--- config.mk ---
export PLATFORM = sky130hd
export DESIGN_NAME = gregorian_date_arithmetic_flat
export DESIGN_NICKNAME = d
export VERILOG_FILES = /design/src/gda_pkg.sv /design/src/gda_if.sv /design/src/gda_dpath.sv /design/src/gda_ctrl.sv /design/src/gregorian_date_arithmetic.sv /design/src/flat_wrapper.sv
export SDC_FILE = /design/constraint.sdc
export NUM_CORES = 2
export LEC_CHECK = 0
export ABC_CLOCK_PERIOD_IN_PS = 17500
export BUFFER_PORTS_ARGS = -buffer_cell sky130_fd_sc_hd__buf_2
export CORE_AREA = 2 2 237 239
export CTS_BUF_LIST = sky130_fd_sc_hd__clkbuf_16
export DETAILED_ROUTE_END_ITERATION = 10
export DIE_AREA = 0 0 239 241
export GPL_ROUTABILITY_DRIVEN = 0
export PLACE_DENSITY = 0.73
export SYNTH_ARGS = -nofsm -noshare
export SYNTH_HDL_FRONTEND = slang
export SYNTH_SLANG_ARGS = --single-unit
export TNS_END_PERCENT = 30
--- constraint.sdc ---
create_clock -name clk -period 17.5 [get_ports clk]
set_input_delay 0 -clock clk [delete_from_list [all_inputs] [get_ports clk]]
set_output_delay 0 -clock clk [all_outputs]
set_load 0.005 [all_outputs]
--- src/gda_pkg.sv ---
// Shared types and codes for the Gregorian date arithmetic block.
package gda_pkg;

  localparam int YEAR_W  = 14;
  localparam int MONTH_W = 4;
  localparam int DAY_W   = 5;
  localparam int COUNT_W = 21;
  localparam int DIFF_W  = 23;

  typedef enum logic [1:0] {
    MODE_LOAD = 2'd0,
    MODE_ADD  = 2'd1,
    MODE_SUB  = 2'd2,
    MODE_CMP  = 2'd3
  } mode_t;

  typedef enum logic [1:0] {
    STATUS_OK      = 2'd0,
    STATUS_INVALID = 2'd1,
    STATUS_RANGE   = 2'd2
  } status_t;

  typedef enum logic [1:0] {
    ORDER_EARLIER = 2'd0,
    ORDER_EQUAL   = 2'd1,
    ORDER_LATER   = 2'd2
  } order_t;

  typedef enum logic [3:0] {
    S_IDLE,
    S_START,
    S_CHK,
    S_SER_INIT,
    S_SER_MON,
    S_RANGE,
    S_EST,
    S_FY_DOWN,
    S_FY_UP,
    S_FY_REM,
    S_FY_MON,
    S_DONE
  } state_t;

  typedef enum logic [2:0] {
    YOP_KEEP,
    YOP_IN,
    YOP_CUR,
    YOP_EST,
    YOP_DEC,
    YOP_INC
  } yop_sel_t;

  typedef enum logic [2:0] {
    SER_KEEP,
    SER_INIT,
    SER_ADD_MONTH,
    SER_SHIFT,
    SER_SUB_YS,
    SER_SUB_MONTH
  } ser_op_t;

  typedef enum logic [2:0] {
    RES_NONE,
    RES_OK,
    RES_INVALID,
    RES_RANGE,
    RES_CMP
  } res_t;

  typedef struct packed {
    logic     capture;
    yop_sel_t yop_sel;
    logic     src_in;
    ser_op_t  ser_op;
    logic     k_clr;
    logic     k_inc;
    logic     save_given;
    logic     est_load;
    logic     load_in_date;
    logic     load_new_date;
    res_t     res;
  } cmd_t;

  typedef struct packed {
    mode_t mode;
    logic  ys_ready;
    logic  in_valid;
    logic  k_lt_m;
    logic  ser_neg;
    logic  ser_over;
    logic  ys_gt_ser;
    logic  yop_gt1;
    logic  mon_fits;
  } sts_t;

endpackage

--- src/gda_if.sv ---
// Request and response channel interfaces of the date arithmetic block.
interface gda_req_if;
  logic               valid;
  logic               ready;
  logic [1:0]         mode;
  logic [13:0]        year_in;
  logic [3:0]         month_in;
  logic [4:0]         day_in;
  logic signed [20:0] day_count;

  modport source (output valid, mode, year_in, month_in, day_in, day_count, input ready);
  modport sink (input valid, mode, year_in, month_in, day_in, day_count, output ready);
endinterface

interface gda_rsp_if;
  logic               valid;
  logic               ready;
  logic [13:0]        cur_year_out;
  logic [3:0]         cur_month_out;
  logic [4:0]         cur_day_out;
  logic [1:0]         order;
  logic signed [22:0] difference;
  logic [1:0]         status;

  modport source (output valid, cur_year_out, cur_month_out, cur_day_out, order, difference,
                  status, input ready);
  modport sink (input valid, cur_year_out, cur_month_out, cur_day_out, order, difference,
                status, output ready);
endinterface

--- src/gda_dpath.sv ---
// Datapath: date registers, year-start unit, serial accumulator and result registers.
module gda_dpath #(
  parameter int MAX_YEAR = 9999
) (
  input  logic               clk,
  input  logic               rst,
  input  gda_pkg::cmd_t      cmd,
  output gda_pkg::sts_t      sts,
  input  logic [1:0]         mode,
  input  logic [13:0]        year_in,
  input  logic [3:0]         month_in,
  input  logic [4:0]         day_in,
  input  logic signed [20:0] day_count,
  output logic [13:0]        cur_year_out,
  output logic [3:0]         cur_month_out,
  output logic [4:0]         cur_day_out,
  output logic [1:0]         order,
  output logic signed [22:0] difference,
  output logic [1:0]         status
);
  import gda_pkg::*;

  localparam int SER_W = 24;
  localparam int YS_W  = 22;
  localparam logic signed [SER_W-1:0] SER_LIMIT =
    SER_W'(365 * MAX_YEAR + MAX_YEAR / 4 - MAX_YEAR / 100 + MAX_YEAR / 400);
  localparam logic [24:0] DIV25_MUL = 25'd5243;
  localparam logic [35:0] EST_MUL   = 36'd11484;

  // x/100 for 14-bit x: (x/4)/25 by reciprocal, exact for this range
  function automatic logic [7:0] div100(input logic [13:0] x);
    logic [24:0] prod;
    prod = {13'b0, x[13:2]} * DIV25_MUL;
    return prod[24:17];
  endfunction

  function automatic logic [4:0] month_days(input logic lp, input logic [3:0] mo);
    case (mo)
      4'd2: return lp ? 5'd29 : 5'd28;
      4'd4, 4'd6, 4'd9, 4'd11: return 5'd30;
      default: return 5'd31;
    endcase
  endfunction

  mode_t                    in_mode;
  logic [YEAR_W-1:0]        in_year;
  logic [MONTH_W-1:0]       in_month;
  logic [DAY_W-1:0]         in_day;
  logic signed [COUNT_W-1:0] in_count;

  logic [YEAR_W-1:0]  cur_year;
  logic [MONTH_W-1:0] cur_month;
  logic [DAY_W-1:0]   cur_day;

  logic [YEAR_W-1:0] yop;
  logic [YEAR_W-1:0] yop_next;
  logic [1:0]        ys_wait;

  logic [YEAR_W-1:0] a_y;
  logic [YS_W-1:0]   a_m365;
  logic [7:0]        a_q100p;
  logic [7:0]        a_q100y;
  logic [YS_W-1:0]   ys;
  logic              leap;

  logic signed [SER_W-1:0] ser;
  logic signed [SER_W-1:0] ser_next;
  logic signed [SER_W-1:0] ser_given;
  logic [MONTH_W-1:0]      k;
  logic [YEAR_W-1:0]       est_year;

  logic [1:0]         order_r;
  logic signed [22:0] diff_r;
  logic [1:0]         status_r;

  logic [YEAR_W-1:0]       p_a;
  logic [YEAR_W-1:0]       p_b;
  logic [YEAR_W-1:0]       m100;
  logic                    is100;
  logic [MONTH_W-1:0]      src_month;
  logic [DAY_W-1:0]        src_day;
  logic [4:0]              dim_k;
  logic signed [SER_W-1:0] ys_ext;
  logic signed [SER_W-1:0] dim_ext;
  logic signed [SER_W-1:0] day_ext;
  logic signed [SER_W-1:0] cnt_ext;
  logic signed [SER_W-1:0] diff_full;
  logic [35:0]             est_prod;

  // input capture
  always_ff @(posedge clk) begin
    if (cmd.capture) begin
      in_mode  <= mode_t'(mode);
      in_year  <= year_in;
      in_month <= month_in;
      in_day   <= day_in;
      in_count <= day_count;
    end
  end

  // year-start and leap unit: two register stages behind yop
  assign p_a  = yop - 14'd1;
  assign p_b  = a_y - 14'd1;
  assign m100 = 14'(a_q100y) * 14'd100;
  assign is100 = (m100 == a_y);

  always_ff @(posedge clk) begin
    a_y     <= yop;
    a_m365  <= 22'(p_a) * 22'd365;
    a_q100p <= div100(p_a);
    a_q100y <= div100(yop);
    ys      <= a_m365 + 22'(p_b[13:2]) - 22'(a_q100p) + 22'(a_q100p[7:2]);
    leap    <= (a_y[1:0] == 2'b00) && (!is100 || (a_q100y[1:0] == 2'b00));
  end

  always_comb begin
    case (cmd.yop_sel)
      YOP_IN:  yop_next = in_year;
      YOP_CUR: yop_next = cur_year;
      YOP_EST: yop_next = est_year + 14'd1;
      YOP_DEC: yop_next = yop - 14'd1;
      YOP_INC: yop_next = yop + 14'd1;
      default: yop_next = yop;
    endcase
  end

  always_ff @(posedge clk) begin
    yop <= yop_next;
    if (rst) begin
      ys_wait <= 2'd0;
    end else if (cmd.yop_sel != YOP_KEEP) begin
      ys_wait <= 2'd2;
    end else if (ys_wait != 2'd0) begin
      ys_wait <= ys_wait - 2'd1;
    end
  end

  // serial accumulator
  assign src_month = cmd.src_in ? in_month : cur_month;
  assign src_day   = cmd.src_in ? in_day : cur_day;
  assign dim_k     = month_days(leap, k);
  assign ys_ext    = {2'b00, ys};
  assign dim_ext   = {19'b0, dim_k};
  assign day_ext   = {19'b0, src_day};
  assign cnt_ext   = {{(SER_W - COUNT_W){in_count[COUNT_W-1]}}, in_count};
  assign diff_full = ser - ser_given;
  assign est_prod  = {14'b0, ser[21:0]} * EST_MUL;

  always_comb begin
    case (cmd.ser_op)
      SER_INIT:      ser_next = ys_ext + day_ext - 24'sd1;
      SER_ADD_MONTH: ser_next = ser + dim_ext;
      SER_SHIFT:     ser_next = (in_mode == MODE_ADD) ? ser + cnt_ext : ser - cnt_ext;
      SER_SUB_YS:    ser_next = ser - ys_ext;
      SER_SUB_MONTH: ser_next = ser - dim_ext;
      default:       ser_next = ser;
    endcase
  end

  always_ff @(posedge clk) begin
    ser <= ser_next;
    if (cmd.save_given) begin
      ser_given <= ser;
    end
    if (cmd.est_load) begin
      est_year <= est_prod[35:22];
    end
    if (cmd.k_clr) begin
      k <= 4'd1;
    end else if (cmd.k_inc) begin
      k <= k + 4'd1;
    end
  end

  // current date
  always_ff @(posedge clk) begin
    if (rst) begin
      cur_year  <= 14'd2019;
      cur_month <= 4'd1;
      cur_day   <= 5'd1;
    end else if (cmd.load_in_date) begin
      cur_year  <= in_year;
      cur_month <= in_month;
      cur_day   <= in_day;
    end else if (cmd.load_new_date) begin
      cur_year  <= yop;
      cur_month <= k;
      cur_day   <= ser[4:0] + 5'd1;
    end
  end

  // result word
  always_ff @(posedge clk) begin
    case (cmd.res)
      RES_OK: begin
        order_r  <= ORDER_EARLIER;
        diff_r   <= '0;
        status_r <= STATUS_OK;
      end
      RES_INVALID: begin
        order_r  <= ORDER_EARLIER;
        diff_r   <= '0;
        status_r <= STATUS_INVALID;
      end
      RES_RANGE: begin
        order_r  <= ORDER_EARLIER;
        diff_r   <= '0;
        status_r <= STATUS_RANGE;
      end
      RES_CMP: begin
        diff_r   <= diff_full[DIFF_W-1:0];
        status_r <= STATUS_OK;
        if (diff_full[SER_W-1]) begin
          order_r <= ORDER_EARLIER;
        end else if (diff_full == '0) begin
          order_r <= ORDER_EQUAL;
        end else begin
          order_r <= ORDER_LATER;
        end
      end
      default: begin
      end
    endcase
  end

  assign cur_year_out  = cur_year;
  assign cur_month_out = cur_month;
  assign cur_day_out   = cur_day;
  assign order         = order_r;
  assign difference    = diff_r;
  assign status        = status_r;

  always_comb begin
    sts.mode      = in_mode;
    sts.ys_ready  = (ys_wait == 2'd0);
    sts.in_valid  = (in_year >= 14'd1) && (in_year <= 14'(MAX_YEAR)) &&
                    (in_month >= 4'd1) && (in_month <= 4'd12) && (in_day >= 5'd1) &&
                    (in_day <= month_days(leap, in_month));
    sts.k_lt_m    = (k < src_month);
    sts.ser_neg   = ser[SER_W-1];
    sts.ser_over  = (ser >= SER_LIMIT);
    sts.ys_gt_ser = (ys_ext > ser);
    sts.yop_gt1   = (yop > 14'd1);
    sts.mon_fits  = (k < 4'd12) && (ser >= dim_ext);
  end

  a_date_hold: assert property (@(posedge clk) disable iff (rst)
    !rst && !cmd.load_in_date && !cmd.load_new_date
      |=> $stable(cur_year) && $stable(cur_month) && $stable(cur_day))
    else $error("current date changed without a load command");

  a_month_range: assert property (@(posedge clk) disable iff (rst)
    (cur_month >= 4'd1) && (cur_month <= 4'd12) && (cur_day >= 5'd1))
    else $error("current date holds an impossible month or day");

  a_day_offset: assert property (@(posedge clk) disable iff (rst)
    cmd.load_new_date |-> !ser[SER_W-1] && (ser < 24'sd31))
    else $error("day offset out of range when writing a new date");

endmodule

--- src/gda_ctrl.sv ---
// Controller: sequences date validation, serial conversion and year/month walks.
module gda_ctrl (
  input  logic          clk,
  input  logic          rst,
  input  logic          req_valid,
  output logic          req_ready,
  output logic          rsp_valid,
  input  logic          rsp_ready,
  input  gda_pkg::sts_t sts,
  output gda_pkg::cmd_t cmd
);
  import gda_pkg::*;

  state_t state;
  state_t state_next;
  logic   phase_cur;
  logic   phase_cur_next;
  logic   is_cmp;
  logic   uses_in;

  assign is_cmp  = (sts.mode == MODE_CMP);
  assign uses_in = (sts.mode == MODE_LOAD) || is_cmp;

  always_ff @(posedge clk) begin
    if (rst) begin
      state     <= S_IDLE;
      phase_cur <= 1'b0;
    end else begin
      state     <= state_next;
      phase_cur <= phase_cur_next;
    end
  end

  always_comb begin
    state_next = state;
    case (state)
      S_IDLE: begin
        if (req_valid) begin
          state_next = S_START;
        end
      end
      S_START: state_next = uses_in ? S_CHK : S_SER_INIT;
      S_CHK: begin
        if (sts.ys_ready) begin
          if (!sts.in_valid || (sts.mode == MODE_LOAD)) begin
            state_next = S_DONE;
          end else begin
            state_next = S_SER_INIT;
          end
        end
      end
      S_SER_INIT: begin
        if (sts.ys_ready) begin
          state_next = S_SER_MON;
        end
      end
      S_SER_MON: begin
        if (!sts.k_lt_m) begin
          if (is_cmp && !phase_cur) begin
            state_next = S_SER_INIT;
          end else if (is_cmp) begin
            state_next = S_DONE;
          end else begin
            state_next = S_RANGE;
          end
        end
      end
      S_RANGE: state_next = (sts.ser_neg || sts.ser_over) ? S_DONE : S_EST;
      S_EST: state_next = S_FY_DOWN;
      S_FY_DOWN: begin
        if (sts.ys_ready && !(sts.yop_gt1 && sts.ys_gt_ser)) begin
          state_next = S_FY_UP;
        end
      end
      S_FY_UP: begin
        if (sts.ys_ready && sts.ys_gt_ser) begin
          state_next = S_FY_REM;
        end
      end
      S_FY_REM: begin
        if (sts.ys_ready) begin
          state_next = S_FY_MON;
        end
      end
      S_FY_MON: begin
        if (!sts.mon_fits) begin
          state_next = S_DONE;
        end
      end
      S_DONE: begin
        if (rsp_ready) begin
          state_next = S_IDLE;
        end
      end
      default: state_next = S_IDLE;
    endcase
  end

  always_comb begin
    cmd            = '0;
    cmd.yop_sel    = YOP_KEEP;
    cmd.ser_op     = SER_KEEP;
    cmd.res        = RES_NONE;
    cmd.src_in     = is_cmp && !phase_cur;
    phase_cur_next = phase_cur;
    req_ready      = 1'b0;
    rsp_valid      = 1'b0;
    case (state)
      S_IDLE: begin
        req_ready = 1'b1;
        if (req_valid) begin
          cmd.capture    = 1'b1;
          phase_cur_next = 1'b0;
        end
      end
      S_START: cmd.yop_sel = uses_in ? YOP_IN : YOP_CUR;
      S_CHK: begin
        if (sts.ys_ready) begin
          if (!sts.in_valid) begin
            cmd.res = RES_INVALID;
          end else if (sts.mode == MODE_LOAD) begin
            cmd.load_in_date = 1'b1;
            cmd.res          = RES_OK;
          end
        end
      end
      S_SER_INIT: begin
        if (sts.ys_ready) begin
          cmd.ser_op = SER_INIT;
          cmd.k_clr  = 1'b1;
        end
      end
      S_SER_MON: begin
        if (sts.k_lt_m) begin
          cmd.ser_op = SER_ADD_MONTH;
          cmd.k_inc  = 1'b1;
        end else if (is_cmp && !phase_cur) begin
          // given date done; now convert the current date
          cmd.save_given = 1'b1;
          cmd.yop_sel    = YOP_CUR;
          phase_cur_next = 1'b1;
        end else if (is_cmp) begin
          cmd.res = RES_CMP;
        end else begin
          cmd.ser_op = SER_SHIFT;
        end
      end
      S_RANGE: begin
        if (sts.ser_neg || sts.ser_over) begin
          cmd.res = RES_RANGE;
        end else begin
          cmd.est_load = 1'b1;
        end
      end
      S_EST: cmd.yop_sel = YOP_EST;
      S_FY_DOWN: begin
        if (sts.ys_ready) begin
          cmd.yop_sel = (sts.yop_gt1 && sts.ys_gt_ser) ? YOP_DEC : YOP_INC;
        end
      end
      S_FY_UP: begin
        // probing year+1; back off one once its start passes the serial
        if (sts.ys_ready) begin
          cmd.yop_sel = sts.ys_gt_ser ? YOP_DEC : YOP_INC;
        end
      end
      S_FY_REM: begin
        if (sts.ys_ready) begin
          cmd.ser_op = SER_SUB_YS;
          cmd.k_clr  = 1'b1;
        end
      end
      S_FY_MON: begin
        if (sts.mon_fits) begin
          cmd.ser_op = SER_SUB_MONTH;
          cmd.k_inc  = 1'b1;
        end else begin
          cmd.load_new_date = 1'b1;
          cmd.res           = RES_OK;
        end
      end
      S_DONE: rsp_valid = 1'b1;
      default: begin
      end
    endcase
  end

  a_one_word: assert property (@(posedge clk) disable iff (rst)
    req_valid && req_ready |=> !req_ready)
    else $error("second word taken while one is in progress");

  a_phase_mode: assert property (@(posedge clk) disable iff (rst)
    phase_cur |-> is_cmp)
    else $error("compare phase set outside compare mode");

  a_return_idle: assert property (@(posedge clk) disable iff (rst)
    (state == S_DONE) && rsp_ready |=> req_ready)
    else $error("block not ready after result taken");

endmodule

--- src/gregorian_date_arithmetic.sv ---
// One word is in progress at a time; the next is taken once the result has been read.
// The time a word takes is set by the shared two-stage year-start unit
// and the month walks (one month per cycle) for date-to-serial and serial-to-date.
// Reset: current date 2019-01-01, controller idle and ready.
module gregorian_date_arithmetic #(
  parameter int MAX_YEAR = 9999
) (
  input logic clk,
  input logic rst,
  gda_req_if.sink   request,
  gda_rsp_if.source result
);
  import gda_pkg::*;

  cmd_t cmd;
  sts_t sts;

  gda_ctrl u_ctrl (
    .clk       (clk),
    .rst       (rst),
    .req_valid (request.valid),
    .req_ready (request.ready),
    .rsp_valid (result.valid),
    .rsp_ready (result.ready),
    .sts       (sts),
    .cmd       (cmd)
  );

  gda_dpath #(
    .MAX_YEAR (MAX_YEAR)
  ) u_dpath (
    .clk           (clk),
    .rst           (rst),
    .cmd           (cmd),
    .sts           (sts),
    .mode          (request.mode),
    .year_in       (request.year_in),
    .month_in      (request.month_in),
    .day_in        (request.day_in),
    .day_count     (request.day_count),
    .cur_year_out  (result.cur_year_out),
    .cur_month_out (result.cur_month_out),
    .cur_day_out   (result.cur_day_out),
    .order         (result.order),
    .difference    (result.difference),
    .status        (result.status)
  );

endmodule

--- src/flat_wrapper.sv ---
// flat-port wrapper written by rule: the top's interface ports become plain ports
module gregorian_date_arithmetic_flat import gda_pkg::*;
#(
  parameter int MAX_YEAR = 9999
)
  (clk, rst, request_valid, request_mode, request_year_in, request_month_in, request_day_in, request_day_count, request_ready, result_valid, result_cur_year_out, result_cur_month_out, result_cur_day_out, result_order, result_difference, result_status, result_ready);
  gda_req_if request_i ();
  gda_rsp_if result_i ();
  input logic clk;
  input logic rst;
  input wire logic [$bits(request_i.valid)-1:0] request_valid;
  input wire logic [$bits(request_i.mode)-1:0] request_mode;
  input wire logic [$bits(request_i.year_in)-1:0] request_year_in;
  input wire logic [$bits(request_i.month_in)-1:0] request_month_in;
  input wire logic [$bits(request_i.day_in)-1:0] request_day_in;
  input wire logic [$bits(request_i.day_count)-1:0] request_day_count;
  output wire logic [$bits(request_i.ready)-1:0] request_ready;
  output wire logic [$bits(result_i.valid)-1:0] result_valid;
  output wire logic [$bits(result_i.cur_year_out)-1:0] result_cur_year_out;
  output wire logic [$bits(result_i.cur_month_out)-1:0] result_cur_month_out;
  output wire logic [$bits(result_i.cur_day_out)-1:0] result_cur_day_out;
  output wire logic [$bits(result_i.order)-1:0] result_order;
  output wire logic [$bits(result_i.difference)-1:0] result_difference;
  output wire logic [$bits(result_i.status)-1:0] result_status;
  input wire logic [$bits(result_i.ready)-1:0] result_ready;
  assign request_i.valid = request_valid;
  assign request_i.mode = request_mode;
  assign request_i.year_in = request_year_in;
  assign request_i.month_in = request_month_in;
  assign request_i.day_in = request_day_in;
  assign request_i.day_count = request_day_count;
  assign request_ready = request_i.ready;
  assign result_valid = result_i.valid;
  assign result_cur_year_out = result_i.cur_year_out;
  assign result_cur_month_out = result_i.cur_month_out;
  assign result_cur_day_out = result_i.cur_day_out;
  assign result_order = result_i.order;
  assign result_difference = result_i.difference;
  assign result_status = result_i.status;
  assign result_i.ready = result_ready;
  gregorian_date_arithmetic #(.MAX_YEAR(MAX_YEAR)) u_core (.clk(clk), .rst(rst), .request(request_i), .result(result_i));
endmodule
==> results by group <==
Status
  • Result of the run: finished clean

Critical path
  • CP max stage cell: xnor2_1
  • Flop-to-flop setup slack: 9.36 ns
  • Required time of the critical path: 18.01 ns
  • CP Data Arrival Time: 8.66 ns
  • Setup CP Type: flop to flop
  • Top fanout value on the critical path: 14
  • Stage delay of the slowest cell on the critical path: 0.65 ns
  • Reg-to-Reg Start: u_core.u_dpath.yop[2]
  • Crit path launch type: flop
  • Cell-by-cell trace of the critical path: nor3_1 > o21ai_0 > inv_1 > nand4_1 > nor2_1 > nand2_1 > xnor2_1 > inv_1 > fa_1 > inv_1 > fa_1 > inv_1 > fa_1 > fa_1 > fa_1 > ha_1 > or3_1 > a2111oi_2 > a21oi_1 > o31a_1 > or4_4 > and3_4 > a2111oi_4 > xor2_1
  • Type of destination of the critical path: flop
  • Terminus of the critical flop-to-flop path: u_core.u_dpath.a_q100p[7]
  • Cell depth of the worst flop-to-flop path: 24
  • CP most frequent cell: fa_1

Die
  • Vertical die dimension: 241 µm
  • Core region area: 54880 µm²
  • Effective utilization at floorplan: 55.84%
  • Row cnt: 86
  • Total Die Area: 57600 µm²
  • Io pins: 102
  • Die X: 239 µm

Drt
  • Post-DR wirelength/cell: 20.06 µm
  • Number of remaining DRC errors: 0
  • Total met3 wirelength after detailed routing: 5.767 mm
  • Via count of the routed design: 23840
  • Router iterations before antenna repair: 8
  • Routed WL: 81.57 mm
  • Number of nets with antenna violations after detailed routing: 0
  • Initial DRC count: 1748
  • Total routed wire length on the met1 layer: 33.31 mm
  • Vias per std cell: 5.862
  • Detail Route met2 WL: 38.44 mm
  • Uppermost signal routing layer after detailed routing: met5

Clock tree
  • Total clock buffers created by CTS: 31
  • Clock tree root driver cell: clkbuf_16
  • TritonCTS clock tree: built
  • Number of sinks on the clock net: 258
  • # resized after CTS: 0
  • Insertion delay to the later sink of the worst-skew pair: 0.61 ns
  • Longest Clk Path Bufs: 3
  • Depth of the CTS H-tree: 1
  • Clk pin slew, worst setup/hold paths: 0.07 ns

STA
  • RSZ-0062 raised after global routing: no
  • Hold Vio Cnt, Final: 0
  • Actual slew at the worst max-slew pin: 1.209 ns
  • Final worst path period share: 46.52%
  • Highest Clock Rate: 122.8 MHz
  • Final count of pins violating max slew: 0
  • Clock skew after layout: 0.03563 ns
  • Slew Limit Headroom: 19.14%
  • Time the worst path needs with I/O delays and setup: 8.141 ns
  • Final setup TNS: 0 ns
  • Total of endpoints with negative setup slack in the final report: 0

Hold path
  • Path type of the worst min-delay path: input port to flop
  • Worst hold path endpoint: u_core.u_dpath.in_count[20]
  • Hold Path Origin: request_valid
  • Hold Crit Depth: 2

Yosys
  • Area of the mapped netlist: 30650 µm²
  • Biggest area consumer among synthesized cells: ha_1
  • Commonest cells post-synth: inv_1, ha_1, fa_1
  • Flip-flop and latch count after synthesis: 258
  • Flip-flop cell with the highest count after synthesis: edfxtp_1
  • Synthesis warning total: 0
  • Area share of the largest cell type after synthesis: 21.97%
  • Dominant cell by count in the synthesized netlist: inv_1
  • Sequential element share of the synthesized area: 21.72%
  • Synth Area per Inst: 9.622 µm²
  • Leading post-synthesis cells by cell area: ha_1, fa_1, edfxtp_1, inv_1, dfxtp_1
  • Net Count, Synth: 4043
  • Number of synthesized flops with an enable pin: 149
  • FFs w/ async S/R, synth: 0%
  • Number of unique standard cell types used by synthesis: 96
  • Synthesized instance count: 3185

Final layout
  • Number of nets in the finished design: 4195
  • Growth of design area from synthesis to finish: 9.693%
  • Number of fill cells: 4460
  • Share of cells above drive strength 1: 6.901%

Global route
  • Antenna violations before repair: 2
  • Vias in the first global route: 24540
  • Total Routing Usage GR: 28.80%
  • Global-route wire length before repair: 129.8 mm
  • Largest net degree at the start of global routing: 45
  • Global route overflow: 0

Place
  • Number of buffers inserted by port buffering: 101
  • Post-DP HPWL: 65.17 mm

Flow run
  • Max-capacitance violation count: 0
flip-flops by register name, summed over array words and instances (netlist names), 5 cells and up:
| register | flops |
|---|---|
| u_core.u_dpath.cur_day_out | 5 |
| u_core.u_dpath.yop | 14 |
| u_core.u_dpath.est_year | 14 |
| u_core.u_dpath.in_day | 5 |
| u_core.u_dpath.difference | 23 |
| u_core.u_dpath.ys | 22 |
| u_core.u_dpath.ser_given | 24 |
| u_core.u_dpath.in_count | 21 |
| u_core.u_dpath.cur_year_out | 14 |
| u_core.u_dpath.a_q100y | 8 |
| u_core.u_dpath.a_m365 | 22 |
| u_core.u_dpath.a_y | 14 |
| u_core.u_dpath.ser | 24 |
| u_core.u_dpath.in_year | 14 |
| u_core.u_dpath.a_q100p | 8 |
area by class of cell:
type | instances | area [µm²] | share of cell area, %
diodes | 1 | 2.502 | 0.007444
repair buffers | 166 | 1111 | 3.305
multi-input cells | 2267 | 21470 | 63.88
clock inverters | 25 | 365.4 | 1.087
inverters | 613 | 2301 | 6.845
well taps | 704 | 880.8 | 2.620
clock buffers | 33 | 825.8 | 2.457
flip-flops and latches | 258 | 6656 | 19.80
layout by cell type, fill, tap and decap left out, types with 9 or more instances in the layout:
cell / netlist / routed
o21bai_1: 14 / 14
ha_1: 538 / 538
nand3_1: 57 / 56
inv_1: 609 / 610
nand4_1: 20 / 20
and3_1: 18 / 18
clkbuf_16: 0 / 33
and2_1: 14 / 13
a21oi_1: 123 / 123
xor2_1: 49 / 49
a21boi_0: 9 / 9
o211ai_1: 16 / 16
dlygate4sd3_1: 0 / 47
o221ai_1: 10 / 10
buf_2: 6 / 101
or3_1: 26 / 26
buf_4: 5 / 18
nor2_1: 193 / 193
xnor2_1: 180 / 180
edfxtp_1: 149 / 149
mux2i_1: 34 / 34
nor4_1: 22 / 21
dfxtp_1: 109 / 109
o22ai_1: 14 / 14
nor2b_1: 28 / 28
nand2_1: 133 / 133
a21o_1: 43 / 43
o21ai_0: 106 / 105
or2_2: 11 / 11
nor3_1: 65 / 64
a31oi_1: 15 / 15
a222oi_1: 13 / 13
o21a_1: 38 / 38
a211oi_1: 28 / 28
o2111ai_1: 9 / 9
fa_1: 270 / 270
nand2b_1: 25 / 25
cell families (layout without fill, tap and decap cells):
group / Yosys count / in the layout / share of synthesized area, %
and+or+nand+nor: 655 / 655 / 10.66
DFF: 258 / 258 / 21.72
xor gates and xnor gates: 229 / 229 / 6.545
AOI/OAI and AO/OA: 541 / 541 / 12.07
other: 0 / 1 / 0
buffers and inverters: 660 / 837 / 8.284
adders and majority gates: 808 / 808 / 39.60
muxes: 34 / 34 / 1.111
timing repair:
item                                    in CTS  in global routing
endpoints found under the setup margin       0                  0
endpoints found under the hold margin       66                  0
setup buffers                                0                  0
hold buffers                                47                  0
critical path: cells and delay by family, from the launching register on:
family | cells | cell delay [ns]
AND/OR/NAND/NOR | 7 | 1.83
flip-flops | 1 | 0.64
AO/OA/AOI/OAI | 5 | 1.34
adder cells (fa/ha/maj) | 6 | 2.91
XOR/XNOR | 2 | 0.81
buffers and inverters | 4 | 0.52
metrics by stage:
step	hold slack, ns	cell area [µm²]	instances	worst slack [ns]	util, %
5_1_grt	0.1086	33620	4067	8.877	61.26
2_1_floorplan	0.09887	30650	3185	10.07	-
3_3_place_gp	0.1765	31950	3961	9.576	58.22
3_5_place_dp	0.1781	31950	3961	9.408	58.22
6_report	0.1022	33620	4067	9.359	61.26
4_1_cts	0.07991	33610	4066	9.337	61.25
worst max path at each step:
stage	start	end	cells after the start
6_report	u_core.u_dpath.yop[2]	u_core.u_dpath.a_q100p[7]	24
5_1_grt	u_core.u_dpath.yop[3]	u_core.u_dpath.a_q100p[7]	26
4_1_cts	u_core.u_dpath.yop[2]	u_core.u_dpath.a_q100p[7]	24
3_5_place_dp	u_core.u_dpath.yop[2]	u_core.u_dpath.a_q100p[7]	24
3_3_place_gp	u_core.u_dpath.yop[2]	u_core.u_dpath.a_q100p[7]	24
2_1_floorplan	u_core.u_dpath.yop[2]	u_core.u_dpath.a_q100p[7]	25
metal layers:
metal | vias to the layer above | global-route usage (%)
met2 | 908 | 48.25
met1 | 11560 | 36.45
met3 | 255 | 4.918
met4 | 2 | 13.39
li1 | 11120 | -
met5 | - | 0
Power is left out: the tool's default activity adds up to more than one toggle a clock period on the data nets, which glitch-free logic cannot reach.
